<file path="config.mk">
export PLATFORM = sky130hd
export DESIGN_NAME = sensor_condition_matcher_flat
export DESIGN_NICKNAME = d
export VERILOG_FILES = /design/src/rtl/scm_pkg.sv /design/src/rtl/scm_stream_if.sv /design/src/rtl/scm_ctrl.sv /design/src/rtl/scm_datapath.sv /design/src/rtl/sensor_condition_matcher.sv /design/src/flat_wrapper.sv
export VERILOG_INCLUDE_DIRS = /design/src /design/src/rtl
export SDC_FILE = /design/constraint.sdc
export NUM_CORES = 1
export LEC_CHECK = 0
export BUFFER_PORTS_ARGS = -buffer_cell sky130_fd_sc_hd__buf_4
export CAP_MARGIN = 20
export CORE_MARGIN = 5
export CORE_UTILIZATION = 35
export DETAILED_ROUTE_END_ITERATION = 8
export SLEW_MARGIN = 5
export SYNTH_ARGS = -nofsm -noshare
export SYNTH_HDL_FRONTEND = slang
export SYNTH_SLANG_ARGS = --single-unit
</file>
<file path="constraint.sdc">
create_clock -name clk_i -period 3.18 [get_ports clk_i]
set_clock_uncertainty 0.15 [all_clocks]
set_input_delay 0.636 -clock clk_i [delete_from_list [all_inputs] [get_ports clk_i]]
set_output_delay 0.636 -clock clk_i [all_outputs]
set_load 0.02 [all_outputs]
</file>
<file path="src/rtl/sensor_condition_matcher_defines.svh">
// ----------------------------------------------------------------------------
// sensor condition matcher assertion macros
// shared assertion wrappers, empty under synthesis
// ----------------------------------------------------------------------------
`ifndef SENSOR_CONDITION_MATCHER_DEFINES_SVH
`define SENSOR_CONDITION_MATCHER_DEFINES_SVH

`ifndef SYNTHESIS
`define SCM_ASSERT(lbl, prop, msg) \
  lbl: assert property (@(posedge clk_i) disable iff (!rst_ni) prop) else $error(msg);
`define SCM_ASSERT_NR(lbl, prop, msg) \
  lbl: assert property (@(posedge clk_i) prop) else $error(msg);
`else
`define SCM_ASSERT(lbl, prop, msg)
`define SCM_ASSERT_NR(lbl, prop, msg)
`endif

`endif

</file>
<file path="src/rtl/scm_pkg.sv">
// ----------------------------------------------------------------------------
// scm_pkg
// shared types and constants of the sensor condition matcher
// ----------------------------------------------------------------------------
`timescale 1ns / 1ps

package scm_pkg;

  localparam int unsigned TABLE_DEPTH_DEF = 16;
  localparam int unsigned STATE_BITS_DEF  = 2;
  localparam int unsigned SENSOR_W        = 16;
  localparam int unsigned FIELD_STATE_W   = 2;
  localparam int unsigned COND_W          = 16;
  localparam int unsigned OPCODE_W        = 2;
  localparam int unsigned KIND_W          = 2;

  typedef enum logic [OPCODE_W-1:0] {
    OP_ADD    = 2'd0,
    OP_CHANGE = 2'd1,
    OP_EMPTY  = 2'd2
  } opcode_e;

  typedef enum logic [KIND_W-1:0] {
    EV_MET   = 2'd0,
    EV_UNMET = 2'd1,
    EV_FULL  = 2'd2
  } event_kind_e;

  typedef enum logic {
    S_IDLE,
    S_EXEC
  } ctrl_state_e;

  typedef struct packed {
    logic [OPCODE_W-1:0]      opcode;
    logic [SENSOR_W-1:0]      sensor_id;
    logic [FIELD_STATE_W-1:0] sensor_state;
    logic                     last_change;
  } in_beat_t;

  typedef struct packed {
    logic [KIND_W-1:0] event_kind;
    logic [COND_W-1:0] event_condition;
  } out_beat_t;

  typedef struct packed {
    logic capture;
    logic execute;
  } cmd_t;

  typedef struct packed {
    logic result_needed;
    logic out_free;
  } sts_t;

endpackage

</file>
<file path="src/rtl/scm_stream_if.sv">
// ----------------------------------------------------------------------------
// scm_stream_if
// valid/ready channel carrying one payload beat
// ----------------------------------------------------------------------------
`timescale 1ns / 1ps

interface scm_stream_if #(
  parameter type payload_t = logic
);
  logic     valid;
  logic     ready;
  payload_t payload;

  modport source (output valid, output payload, input ready);
  modport sink (input valid, input payload, output ready);
endinterface

</file>
<file path="src/rtl/scm_ctrl.sv">
// ----------------------------------------------------------------------------
// scm_ctrl
// sequencer: captures a beat, then commits it once no event is due or the result slot is free
// ----------------------------------------------------------------------------
`timescale 1ns / 1ps
`include "sensor_condition_matcher_defines.svh"

module scm_ctrl
  import scm_pkg::*;
(
  input  logic clk_i,
  input  logic rst_ni,
  input  logic in_valid_i,
  output logic in_ready_o,
  input  sts_t sts_i,
  output cmd_t cmd_o
);

  ctrl_state_e state_q, state_d;

  always_ff @(posedge clk_i or negedge rst_ni) begin
    if (!rst_ni) begin
      state_q <= S_IDLE;
    end else begin
      state_q <= state_d;
    end
  end

  always_comb begin
    state_d     = state_q;
    in_ready_o  = 1'b0;
    cmd_o       = '0;
    unique case (state_q)
      S_IDLE: begin
        in_ready_o    = 1'b1;
        cmd_o.capture = in_valid_i;
        if (in_valid_i) begin
          state_d = S_EXEC;
        end
      end
      S_EXEC: begin
        cmd_o.execute = !sts_i.result_needed || sts_i.out_free;
        if (cmd_o.execute) begin
          state_d = S_IDLE;
        end
      end
      default: begin
        state_d = S_IDLE;
      end
    endcase
  end

  `SCM_ASSERT(a_capture_to_exec, cmd_o.capture |=> (state_q == S_EXEC), "capture lost")
  `SCM_ASSERT(a_no_cmd_overlap, !(cmd_o.capture && cmd_o.execute), "capture during execute")
  `SCM_ASSERT(a_stall_on_full, (state_q == S_EXEC && sts_i.result_needed && !sts_i.out_free)
    |=> (state_q == S_EXEC), "result slot overrun")

endmodule

</file>
<file path="src/rtl/scm_datapath.sv">
// ----------------------------------------------------------------------------
// scm_datapath
// requirement table with parallel match, evaluation flags and result register
// ----------------------------------------------------------------------------
`timescale 1ns / 1ps
`include "sensor_condition_matcher_defines.svh"

module scm_datapath
  import scm_pkg::*;
#(
  parameter int unsigned TABLE_DEPTH = TABLE_DEPTH_DEF,
  parameter int unsigned STATE_BITS  = STATE_BITS_DEF
) (
  input  logic              clk_i,
  input  logic              rst_ni,
  input  logic              cfg_we_i,
  input  logic [COND_W-1:0] cfg_wdata_i,
  input  in_beat_t          in_beat_i,
  input  cmd_t              cmd_i,
  output sts_t              sts_o,
  output logic              out_valid_o,
  input  logic              out_ready_i,
  output out_beat_t         out_beat_o
);

  localparam int unsigned IDX_W = (TABLE_DEPTH > 1) ? $clog2(TABLE_DEPTH) : 1;

  logic [COND_W-1:0]     cond_num_q;
  logic [SENSOR_W-1:0]   req_sensor_q [TABLE_DEPTH];
  logic [STATE_BITS-1:0] req_state_q  [TABLE_DEPTH];
  logic [TABLE_DEPTH-1:0] req_valid_q;
  logic                  cond_active_q, cond_active_d;
  logic                  eval_mismatch_q, eval_mismatch_d;

  logic [OPCODE_W-1:0]   op_q;
  logic [SENSOR_W-1:0]   sid_q;
  logic [STATE_BITS-1:0] st_q, st_d;
  logic                  last_q;
  logic [TABLE_DEPTH-1:0] hit_q, hit_d;
  logic                  mism_hit_q, mism_hit_d;
  logic [IDX_W-1:0]      free_idx_q, free_idx_d;
  logic                  free_any_q, free_any_d;

  logic [STATE_BITS+FIELD_STATE_W-1:0] st_ext;
  logic                  found, mism_all, result, write_new, update_hit;
  event_kind_e           kind;

  logic                  out_valid_q, out_valid_d;
  logic [KIND_W-1:0]     out_kind_q;
  logic [COND_W-1:0]     out_cond_q;

  assign st_ext = {{STATE_BITS{1'b0}}, in_beat_i.sensor_state};
  assign st_d   = st_ext[STATE_BITS-1:0];

  always_comb begin
    hit_d      = '0;
    mism_hit_d = 1'b0;
    free_any_d = 1'b0;
    free_idx_d = '0;
    for (int i = 0; i < TABLE_DEPTH; i++) begin
      hit_d[i] = req_valid_q[i] && (req_sensor_q[i] == in_beat_i.sensor_id);
      if (hit_d[i] && (req_state_q[i] != st_d)) begin
        mism_hit_d = 1'b1;
      end
    end
    for (int i = TABLE_DEPTH - 1; i >= 0; i--) begin
      if (!req_valid_q[i]) begin
        free_any_d = 1'b1;
        free_idx_d = IDX_W'(i);
      end
    end
  end

  always_ff @(posedge clk_i) begin
    if (cmd_i.capture) begin
      op_q       <= in_beat_i.opcode;
      sid_q      <= in_beat_i.sensor_id;
      st_q       <= st_d;
      last_q     <= in_beat_i.last_change;
      hit_q      <= hit_d;
      mism_hit_q <= mism_hit_d;
      free_idx_q <= free_idx_d;
      free_any_q <= free_any_d;
    end
  end

  assign found    = |hit_q;
  assign mism_all = eval_mismatch_q || mism_hit_q;

  always_comb begin
    result          = 1'b0;
    kind            = EV_MET;
    write_new       = 1'b0;
    update_hit      = 1'b0;
    cond_active_d   = cond_active_q;
    eval_mismatch_d = eval_mismatch_q;
    unique case (op_q)
      OP_ADD: begin
        update_hit = found;
        write_new  = !found && free_any_q;
        result     = !found && !free_any_q;
        kind       = EV_FULL;
      end
      OP_CHANGE: begin
        eval_mismatch_d = mism_all;
        if (last_q) begin
          result          = mism_all == cond_active_q;
          kind            = mism_all ? EV_UNMET : EV_MET;
          cond_active_d   = !mism_all;
          eval_mismatch_d = 1'b0;
        end
      end
      OP_EMPTY: begin
        result          = !cond_active_q;
        kind            = EV_MET;
        cond_active_d   = 1'b1;
        eval_mismatch_d = 1'b0;
      end
      default: begin
        result = 1'b0;
      end
    endcase
  end

  assign sts_o.result_needed = result;
  assign sts_o.out_free      = !out_valid_q || out_ready_i;

  always_ff @(posedge clk_i or negedge rst_ni) begin
    if (!rst_ni) begin
      cond_num_q      <= '0;
      req_valid_q     <= '0;
      cond_active_q   <= 1'b0;
      eval_mismatch_q <= 1'b0;
      out_valid_q     <= 1'b0;
    end else begin
      if (cfg_we_i) begin
        cond_num_q <= cfg_wdata_i;
      end
      if (cmd_i.execute) begin
        cond_active_q   <= cond_active_d;
        eval_mismatch_q <= eval_mismatch_d;
        if (write_new) begin
          req_valid_q[free_idx_q] <= 1'b1;
        end
      end
      out_valid_q <= out_valid_d;
    end
  end

  always_ff @(posedge clk_i) begin
    if (cmd_i.execute) begin
      for (int i = 0; i < TABLE_DEPTH; i++) begin
        if ((update_hit && hit_q[i]) || (write_new && free_idx_q == IDX_W'(i))) begin
          req_state_q[i] <= st_q;
        end
        if (write_new && free_idx_q == IDX_W'(i)) begin
          req_sensor_q[i] <= sid_q;
        end
      end
    end
    if (cmd_i.execute && result) begin
      out_kind_q <= kind;
      out_cond_q <= cond_num_q;
    end
  end

  always_comb begin
    out_valid_d = out_valid_q && !out_ready_i;
    if (cmd_i.execute && result) begin
      out_valid_d = 1'b1;
    end
  end

  assign out_valid_o                = out_valid_q;
  assign out_beat_o.event_kind      = out_kind_q;
  assign out_beat_o.event_condition = out_cond_q;

  `SCM_ASSERT(a_hit_unique, cmd_i.execute |-> $onehot0(hit_q), "duplicate sensor in table")
  `SCM_ASSERT(a_no_overwrite, (cmd_i.execute && result) |-> (!out_valid_q || out_ready_i),
    "pending event overwritten")
  `SCM_ASSERT(a_empty_clears, (cmd_i.execute && op_q == OP_EMPTY)
    |=> (!eval_mismatch_q && cond_active_q), "empty evaluation not met")

endmodule

</file>
<file path="src/rtl/sensor_condition_matcher.sv">
// ----------------------------------------------------------------------------
// sensor_condition_matcher
// requirement table for one condition with met/unmet/full event reporting
// ----------------------------------------------------------------------------
// Each input beat passes through a capture step, which compares the sensor
// number against every table entry in parallel and finds the lowest free slot,
// and an execute step, which updates the table and evaluation flags. A beat
// that raises an event waits in its execute step while the event register still
// holds an untaken event; a new beat is taken only once the last is committed.
// The event register lets the next beat enter while an event waits. Events
// carry the condition number held at the time the beat is committed.
`timescale 1ns / 1ps

module sensor_condition_matcher
  import scm_pkg::*;
#(
  parameter int unsigned TABLE_DEPTH = TABLE_DEPTH_DEF,
  parameter int unsigned STATE_BITS  = STATE_BITS_DEF
) (
  input  logic              clk_i,
  input  logic              rst_ni,
  input  logic              cfg_we_i,
  input  logic [COND_W-1:0] cfg_wdata_i,
  scm_stream_if.sink        in_i,
  scm_stream_if.source      out_o
);

  cmd_t cmd;
  sts_t sts;

  scm_ctrl u_ctrl (
    .clk_i      (clk_i),
    .rst_ni     (rst_ni),
    .in_valid_i (in_i.valid),
    .in_ready_o (in_i.ready),
    .sts_i      (sts),
    .cmd_o      (cmd)
  );

  scm_datapath #(
    .TABLE_DEPTH (TABLE_DEPTH),
    .STATE_BITS  (STATE_BITS)
  ) u_datapath (
    .clk_i       (clk_i),
    .rst_ni      (rst_ni),
    .cfg_we_i    (cfg_we_i),
    .cfg_wdata_i (cfg_wdata_i),
    .in_beat_i   (in_i.payload),
    .cmd_i       (cmd),
    .sts_o       (sts),
    .out_valid_o (out_o.valid),
    .out_ready_i (out_o.ready),
    .out_beat_o  (out_o.payload)
  );

endmodule
</file>
<file path="src/flat_wrapper.sv">
// flat-port wrapper written by rule: the top's interface ports become plain ports
module sensor_condition_matcher_flat import scm_pkg::*;
#(
  parameter int unsigned TABLE_DEPTH = TABLE_DEPTH_DEF,
  parameter int unsigned STATE_BITS  = STATE_BITS_DEF
)
  (clk_i, rst_ni, cfg_we_i, cfg_wdata_i, in_i_valid, in_i_payload, in_i_ready, out_o_valid, out_o_payload, out_o_ready);
  scm_stream_if in_i_i ();
  scm_stream_if out_o_i ();
  input  logic clk_i;
  input  logic rst_ni;
  input  logic cfg_we_i;
  input  logic [COND_W-1:0] cfg_wdata_i;
  input wire logic [$bits(in_i_i.valid)-1:0] in_i_valid;
  input wire logic [$bits(in_i_i.payload)-1:0] in_i_payload;
  output wire logic [$bits(in_i_i.ready)-1:0] in_i_ready;
  output wire logic [$bits(out_o_i.valid)-1:0] out_o_valid;
  output wire logic [$bits(out_o_i.payload)-1:0] out_o_payload;
  input wire logic [$bits(out_o_i.ready)-1:0] out_o_ready;
  assign in_i_i.valid = in_i_valid;
  assign in_i_i.payload = in_i_payload;
  assign in_i_ready = in_i_i.ready;
  assign out_o_valid = out_o_i.valid;
  assign out_o_payload = out_o_i.payload;
  assign out_o_i.ready = out_o_ready;
  sensor_condition_matcher #(.TABLE_DEPTH(TABLE_DEPTH), .STATE_BITS(STATE_BITS)) u_core (.clk_i(clk_i), .rst_ni(rst_ni), .cfg_we_i(cfg_we_i), .cfg_wdata_i(cfg_wdata_i), .in_i(in_i_i), .out_o(out_o_i));
endmodule
</file>
==> results of run 1 <==
-- final timing paths --
kind,slack (ps),end,cells after the start
hold reg to reg,310,u_core.u_datapath.out_cond_q[0],0
max in group asynchronous,2600,u_core.u_datapath.req_valid_q[15],1
setup reg to reg,1080,u_core.u_datapath.req_valid_q[6],3
min in group clk_i,310,u_core.u_datapath.out_cond_q[0],0
setup / recovery,1080,u_core.u_datapath.req_valid_q[6],3
hold / removal,60,u_core.u_datapath.cond_num_q[0],1
-- cells by family (layout without fill, tap and decap cells) --
logic type / Yosys count / count (layout) / synth area share, %
mux: 1 / 1 / 0.632
flops: 41 / 41 / 63.8
simple gates: 59 / 59 / 19.5
buf+inv: 10 / 24 / 2.95
compound gates: 29 / 29 / 13.1
-- cells in the final DEF, fill, tap and decap left out, types with 6 or more instances in the layout --
master	Yosys	layout
edfxtp_1	22	22
nand4_1	20	20
dfrtp_1	19	19
o21bai_2	10	10
buf_4	2	10
o21ai_0	9	9
nor2_1	8	8
nand2_1	8	8
inv_1	6	6
clkbuf_8	0	6
-- sequential cells by signal (all words and copies together), names as in the netlist --
register / cells
u_core.u_datapath.free_any_q: 1
u_core.u_datapath.req_valid_q: 16
u_core.u_datapath.hit_q: 16
u_core.u_datapath.out_cond_q: 1
u_core.u_datapath.out_valid_o: 1
u_core.u_ctrl.state_q: 1
u_core.u_datapath.free_idx_q: 4
u_core.u_datapath.cond_num_q: 1
-- cell type report --
type                    count  area [um^2]
clock inverters             2         37.5
multi-input cells          89          592
repair buffers             10         75.1
clock buffers               6         82.6
fillers                   505         2980
flip-flops and latches     41         1140
well taps                  70         87.6
inverters                   6         22.5
-- stage by stage --
stage                     worst slack (ps)  instances
after global routing                   908        224
final                                 1080        224
after global placement                1110        216
after floorplan                       1050        140
after detailed placement              1090        216
after CTS                             1070        224
-- routing by layer --
layer	share of wire (%)	GRT usage (%)	wire, um	vias up
met1	46	14.9	1510	563
met2	48	19.5	1580	23
met5	0	0	0	-
li1	-	-	-	562
met3	5.3	3.55	174	8
met4	1.6	4.56	53	0
-- power by group through the flow --
stage                     combinational (mW)  sequential, mW  clock (mW)
after floorplan                       0.0206           0.591           0
after global placement                0.0360           0.593           0
after detailed placement              0.0372           0.594           0
after CTS                             0.0375           0.582       0.445
after global routing                  0.0412           0.584       0.468
final                                 0.0367           0.582       0.435
-- worst max-delay path, stage by stage (launching register included) --
cell	delay, ps
edfxtp_1	370
nor3_1	370
nand3_1	660
o21ai_0	440
==> summary.md, run 1 <==
| Metric | Value |
|---|---|
| Synth cell types | `29` |
| Detail Placement HPWL | `2.41 mm` |
| Synth Warn # | `0` |
| Fin Hold WS | `59.2 ps` |
| Clk Latency, worst-skew pair | `290 ps` |
| Crit path from | `u_core.u_datapath.hit_q[13]` |
| Seq/Total Area, Yosys | `63.8%` |
| Commonest cells in the netlist | `edfxtp_1 (22), nand4_1 (20), dfrtp_1 (19), o21bai_2 (10), o21ai_0 (9)` |
| TritonCTS clock tree | `yes` |
| Vias | `1156` |
| Worst slew pin tran | `809 ps` |
| Flops & latches, synth | `41` |
| Remaining global-route overflow | `0` |
| Initial DRC count | `59` |
| Setup TNS | `0 ps` |
| Sw Share | `20.1%` |
| RePlAce Congestion | `0.838` |
| Unrepaired setup endpoints after global routing | `false` |
| Post-Syn Area per Cell | `12.7 um^2` |
| Slew Viols, Final | `0` |
| Final Hold Vio Count | `0` |
| Hold Path Class | `in -> async` |
| CTS Buf Count | `5` |
| Clk buf depth | `2` |
| Comb pwr share | `3.5%` |
| Cts hold-fix bufs | `0` |
| Clk sinks | `41` |
| N_diodes | `0` |
| Initial antenna violation count | `0` |
| H-tree depth | `2` |
| DRT Pass-1 Iters | `4` |
| DRT antenna net count | `0` |
| Post-Place Cell Area | `1910 um^2` |
| Peak supply drop | `0.334 mV` |
| Worst r2r src | `u_core.u_datapath.hit_q[13]` |
| Setup-failing EPs final | `0` |
| Final WL | `3.31 mm` |
| Worst Path Required | `3210 ps` |
| Tmin final | `2100 ps` |
| Final instance area | `2030 um^2` |
| Area growth, synth to finish | `14.2%` |
| CTS root buf | `clkbuf_8` |
| Max_cap viols | `0` |
| Die width | `81.3 um` |
| I/O pin cnt | `25` |
| Final #Nets | `175` |
| CP arrival | `2130 ps` |
| Syn Nets | `162` |
| Clock power frac | `41.3%` |
| Height of the die | `81.3 um` |
| Post-CTS setup buffers | `0` |
| Status | `complete, no violations` |
| Max Fclk | `476 MHz` |
| Main area contributors after synthesis | `edfxtp_1 (37%), dfrtp_1 (27%), nand4_1 (7.0%)` |
| Syn Inst Count | `140` |
| Initial Util | `35.5%` |
| CP max FO | `16` |
| Port Buffers | `8` |
| Largest net degree at the start of global routing | `22` |
| Core Util, Final | `40.6%` |
| DIE AREA | `6610 um^2` |
| Cell with the most instances after synthesis | `edfxtp_1` |
| DRC Markers | `0` |
| Crit end category | `flip-flop` |
| Pwr Density | `518 nW/um^2` |
| Lkg Pwr | `0.760 nW` |
| Row count | `26` |
| Period utilization | `66.0%` |
| Total track usage | `12.0%` |
| First-pass GRT wire length | `5.84 mm` |
| Core Footprint | `5010 um^2` |
| Sequential Power Share | `55.3%` |
| Critical path class | `reg -> reg` |
| Async SR Flop Fraction | `46.3%` |
| # resized after CTS | `0` |
| Mapped Area | `1780 um^2` |
| NetSw | `211 uW` |
| Post-synth top area share | `37.1%` |
| P_int | `842 uW` |
| Wirelength per Cell | `14.8 um` |
| Vias in the first global route | `1211` |
| Fraction of layout instances using a drive strength above 1 | `21.4%` |
| Worst rel slew slack | `45.9%` |
| Synth Flop Type | `edfxtp_1` |
| Post-DR vias/cell | `5.16` |
| EDFF count, synth | `22` |
| Startpoint Class | `flip-flop` |
| Largest area contributor in the synthesized netlist | `edfxtp_1` |
| Clock transition at path regs | `80 ps` |
| Final Power | `1.05 mW` |
Note: power is estimated with default switching activity, not from simulation.
==> run 2, diff against run 1 <==
--- a/config.mk
+++ b/config.mk
@@ -6,6 +6,7 @@
 export SDC_FILE = /design/constraint.sdc
 export NUM_CORES = 1
 export LEC_CHECK = 0
+export ABC_AREA = 1
 export BUFFER_PORTS_ARGS = -buffer_cell sky130_fd_sc_hd__buf_4
 export CAP_MARGIN = 20
 export CORE_MARGIN = 5
==> constraint.sdc (replaced) <==
create_clock -name clk_i -period 1.9 [get_ports clk_i]
set_clock_uncertainty 0.15 [all_clocks]
set_input_delay 0.38 -clock clk_i [delete_from_list [all_inputs] [get_ports clk_i]]
set_output_delay 0.38 -clock clk_i [all_outputs]
set_load 0.02 [all_outputs]
==> summary.md, run 2 <==
| Metric | Value |
|---|---|
| Top Registers | `u_core.u_datapath.hit_q (16), u_core.u_datapath.req_valid_q (16), u_core.u_datapath.free_idx_q (4) (unchanged)` |
| H-tree depth | `2 (unchanged)` |
| Status | `complete, no violations (unchanged)` |
| Min-Delay Endpoint | `u_core.u_datapath.cond_num_q[0]` |
| Initial antenna violation count | `0 (unchanged)` |
| Vias in the first global route | `1099 (was 1211)` |
| Port Buffers | `8 (unchanged)` |
| Commonest non-fill, non-tap cell in the layout | `nand2_1 (was edfxtp_1)` |
| Worst rel slew slack | `70.0% (was 45.9%)` |
| Post-synth top area share | `37.8% (was 37.1%)` |
| Post-Syn Area per Cell | `10.7 um^2 (was 12.7 um^2)` |
| Clock transition at path regs | `80 ps (about the same)` |
| Core Util, Final | `42.4% (was 40.6%)` |
| DRT Pass-1 Iters | `4 (unchanged)` |
| Slew Viols, Final | `0 (unchanged)` |
| Cts hold-fix bufs | `1 (was 0)` |
| Fraction of layout instances using a drive strength above 1 | `18.1% (was 21.4%)` |
| Reg2reg path depth | `5 (was 3)` |
| Setup-failing EPs final | `0 (unchanged)` |
| Detail Placement HPWL | `2.30 mm (was 2.41 mm)` |
| Largest area contributor in the synthesized netlist | `edfxtp_1 (unchanged)` |
| Startpoint Class | `flip-flop (unchanged)` |
| Synth cell types | `23 (was 29)` |
| Slowest cell on the critical path | `edfxtp_1 (was nand3_1)` |
| Setup TNS | `0 ps (unchanged)` |
| CTS Buf Count | `5 (unchanged)` |
| Synth Flop Type | `edfxtp_1 (unchanged)` |
| Critical path class | `reg -> reg (unchanged)` |
| Syn Nets | `185 (was 162)` |
| Vias | `1093 (was 1156)` |
| Post-DR vias/cell | `4.39 (was 5.16)` |
| TritonCTS clock tree | `yes (unchanged)` |
| DRT antenna net count | `0 (unchanged)` |
| Hold_sp | `cfg_wdata_i[0]` |
| Core Footprint | `4790 um^2 (was 5010 um^2)` |
| Area growth, synth to finish | `16.1% (was 14.2%)` |
| Cell with the most instances after synthesis | `nand2_1 (was edfxtp_1)` |
| Die width | `80.6 um (was 81.3 um)` |
| Largest net degree at the start of global routing | `22 (unchanged)` |
| Worst r2r src | `u_core.u_datapath.hit_q[12] (was u_core.u_datapath.hit_q[13])` |
| Max_cap viols | `0 (unchanged)` |
| First-pass GRT wire length | `5.24 mm (was 5.84 mm)` |
| Main area contributors after synthesis | `edfxtp_1 (38%), dfrtp_1 (27%), nand2_1 (8.0%) (was edfxtp_1 (37%), dfrtp_1 (27%), nand4_1 (7.0%))` |
| Clk buf depth | `2 (unchanged)` |
| Tmin final | `1700 ps (was 2100 ps)` |
| Initial Util | `36.5% (was 35.5%)` |
| I/O pin cnt | `25 (unchanged)` |
| Worst slack, placed | `173 ps (was 1090 ps)` |
| Initial DRC count | `88 (was 59)` |
| Crit-path max cell delay | `360 ps (was 660 ps)` |
| Max Fclk | `587 MHz (was 476 MHz)` |
| Crit end category | `flip-flop (unchanged)` |
| Period utilization | `89.7% (was 66.0%)` |
| Reg-to-reg endpoint | `u_core.u_datapath.req_valid_q[5] (was u_core.u_datapath.req_valid_q[6])` |
| Fin Hold WS | `172 ps (was 59.2 ps)` |
| Synth Warn # | `0 (unchanged)` |
| Unrepaired setup endpoints after global routing | `false (unchanged)` |
| CP arrival | `1780 ps (was 2130 ps)` |
| Slack of the critical path | `195 ps (was 1080 ps)` |
| Row count | `25 (was 26)` |
| DIE AREA | `6500 um^2 (was 6610 um^2)` |
| EDFF count, synth | `22 (unchanged)` |
| Remaining global-route overflow | `0 (unchanged)` |
| Worst Path Required | `1970 ps (was 3210 ps)` |
| Clk Latency, worst-skew pair | `290 ps (about the same)` |
| Wirelength per Cell | `12.0 um (was 14.8 um)` |
| CTS root buf | `clkbuf_8 (unchanged)` |
| Worst hold stages | `2` |
| Post-CTS setup buffers | `0 (unchanged)` |
| Lkg Pwr | `0.797 nW (was 0.760 nW)` |
| Commonest cells in the netlist | `nand2_1 (37), inv_1 (25), edfxtp_1 (22), dfrtp_1 (19), nor2_1 (17) (was edfxtp_1 (22), nand4_1 (20), dfrtp_1 (19), o21bai_2 (10), o21ai_0 (9))` |
| Seq/Total Area, Yosys | `65.1% (was 63.8%)` |
| Reg-to-reg setup timing slack | `200 ps (was 1080 ps)` |
| Final #Nets | `203 (was 175)` |
| Clk sinks | `41 (unchanged)` |
| Final WL | `2.99 mm (was 3.31 mm)` |
| # resized after CTS | `0 (unchanged)` |
| Syn Inst Count | `163 (was 140)` |
| Worst slew pin tran | `446 ps (was 809 ps)` |
| Mapped Area | `1750 um^2 (was 1780 um^2)` |
| Crit-path cells | `or2_1 -> nor4_2 -> nand4_2 -> buf_4 -> o21ai_1 (was nor3_1 -> nand3_1 -> o21ai_0)` |
| CP max FO | `8 (was 16)` |
| Final Hold Vio Count | `0 (unchanged)` |
| DRC Markers | `0 (unchanged)` |
| Leading cell types in the layout, fill and taps excluded | `nand2_1 (37), inv_1 (25), edfxtp_1 (22) (was edfxtp_1 (22), nand4_1 (20), dfrtp_1 (19))` |
| Hold Path Class | `in -> reg (was in -> async)` |
| Pwr Density | `864 nW/um^2 (was 518 nW/um^2)` |
| RePlAce Congestion | `0.760 (was 0.838)` |
| Async SR Flop Fraction | `46.3% (unchanged)` |
| N_diodes | `0 (unchanged)` |
| Height of the die | `80.6 um (was 81.3 um)` |
| Peak supply drop | `0.338 mV (was 0.334 mV)` |
| Flops & latches, synth | `41 (unchanged)` |
| Total track usage | `11.1% (was 12.0%)` |
run 2: cell count changes after synthesis, moves of 9 or more:
| cell | change |
|---|---|
| inv_1 | +19 |
| nand4_1 | -18 |
| nor2_1 | +9 |
| o21ai_0 | -9 |
| nand2_1 | +29 |
run 2: through the flow:
| step | instances | power (mW) | cell area [um^2] |
|---|---|---|---|
| floorplan | 163 | 1.02 | 1750 |
| global placement | 240 | 1.06 | 1900 |
| detailed placement | 240 | 1.06 | 1900 |
| CTS | 249 | 1.77 | 2030 |
| global route | 249 | 1.83 | 2030 |
| finish | 249 | 1.75 | 2030 |
run 2: cells by family after synthesis:
family | Yosys count | synth area share [%]
and+or+nand+nor | 74 | 19.1
DFF | 41 | 65.1
buffers and inverters | 27 | 6.24
AOI/OAI and AO/OA | 20 | 8.89
muxes | 1 | 0.645
run 2: routing by layer:
layer | vias to the layer above | share of wire, % | routed length (um) | global-route usage [%]
li1 | 575 | - | - | -
met5 | - | 0 | 0 | 0
met1 | 499 | 48 | 1440 | 14.1
met3 | 6 | 3.7 | 110 | 4.04
met2 | 13 | 46 | 1390 | 17.4
met4 | 0 | 1.6 | 49 | 4.05
run 2: worst max-delay path, delay by kind of cell (launching register included):
family	cells	cell delay (ps)
compound gates	1	120
buf+inv	1	240
flops	1	360
simple gates	3	770
run 2: report_power, final:
| group | internal (mW) | switching, mW | leakage, nW |
|---|---|---|---|
| Sequential | 0.960 | 0.0121 | 0.476 |
| Clock | 0.428 | 0.287 | 0.0585 |
| Combinational | 0.0222 | 0.0432 | 0.263 |
| Total | 1.41 | 0.342 | 0.797 |
run 2: cell type report:
type                       instances  area [um^2]
tap                               67         83.8
inverter                          26         97.6
timing repair buffer              12         92.6
clock inverter                     1         30.0
sequential                        41         1140
fill                             468         2760
clock buffer                       7         86.3
multi-input combinational         95          500
run 2: worst max path at each step:
stage	start	end	slack, ps	cells after the start
6_report	u_core.u_datapath.hit_q[12]	u_core.u_datapath.req_valid_q[5]	200	5
5_1_grt	u_core.u_datapath.req_valid_q[15]	u_core.u_datapath.free_idx_q[0]	40	15
4_1_cts	u_core.u_datapath.hit_q[12]	u_core.u_datapath.req_valid_q[5]	160	5
3_5_place_dp	u_core.u_datapath.hit_q[12]	u_core.u_datapath.req_valid_q[5]	170	5
3_3_place_gp	u_core.u_datapath.hit_q[12]	u_core.u_datapath.req_valid_q[3]	200	5
2_1_floorplan	u_core.u_ctrl.state_q	u_core.u_datapath.free_any_q	30	1
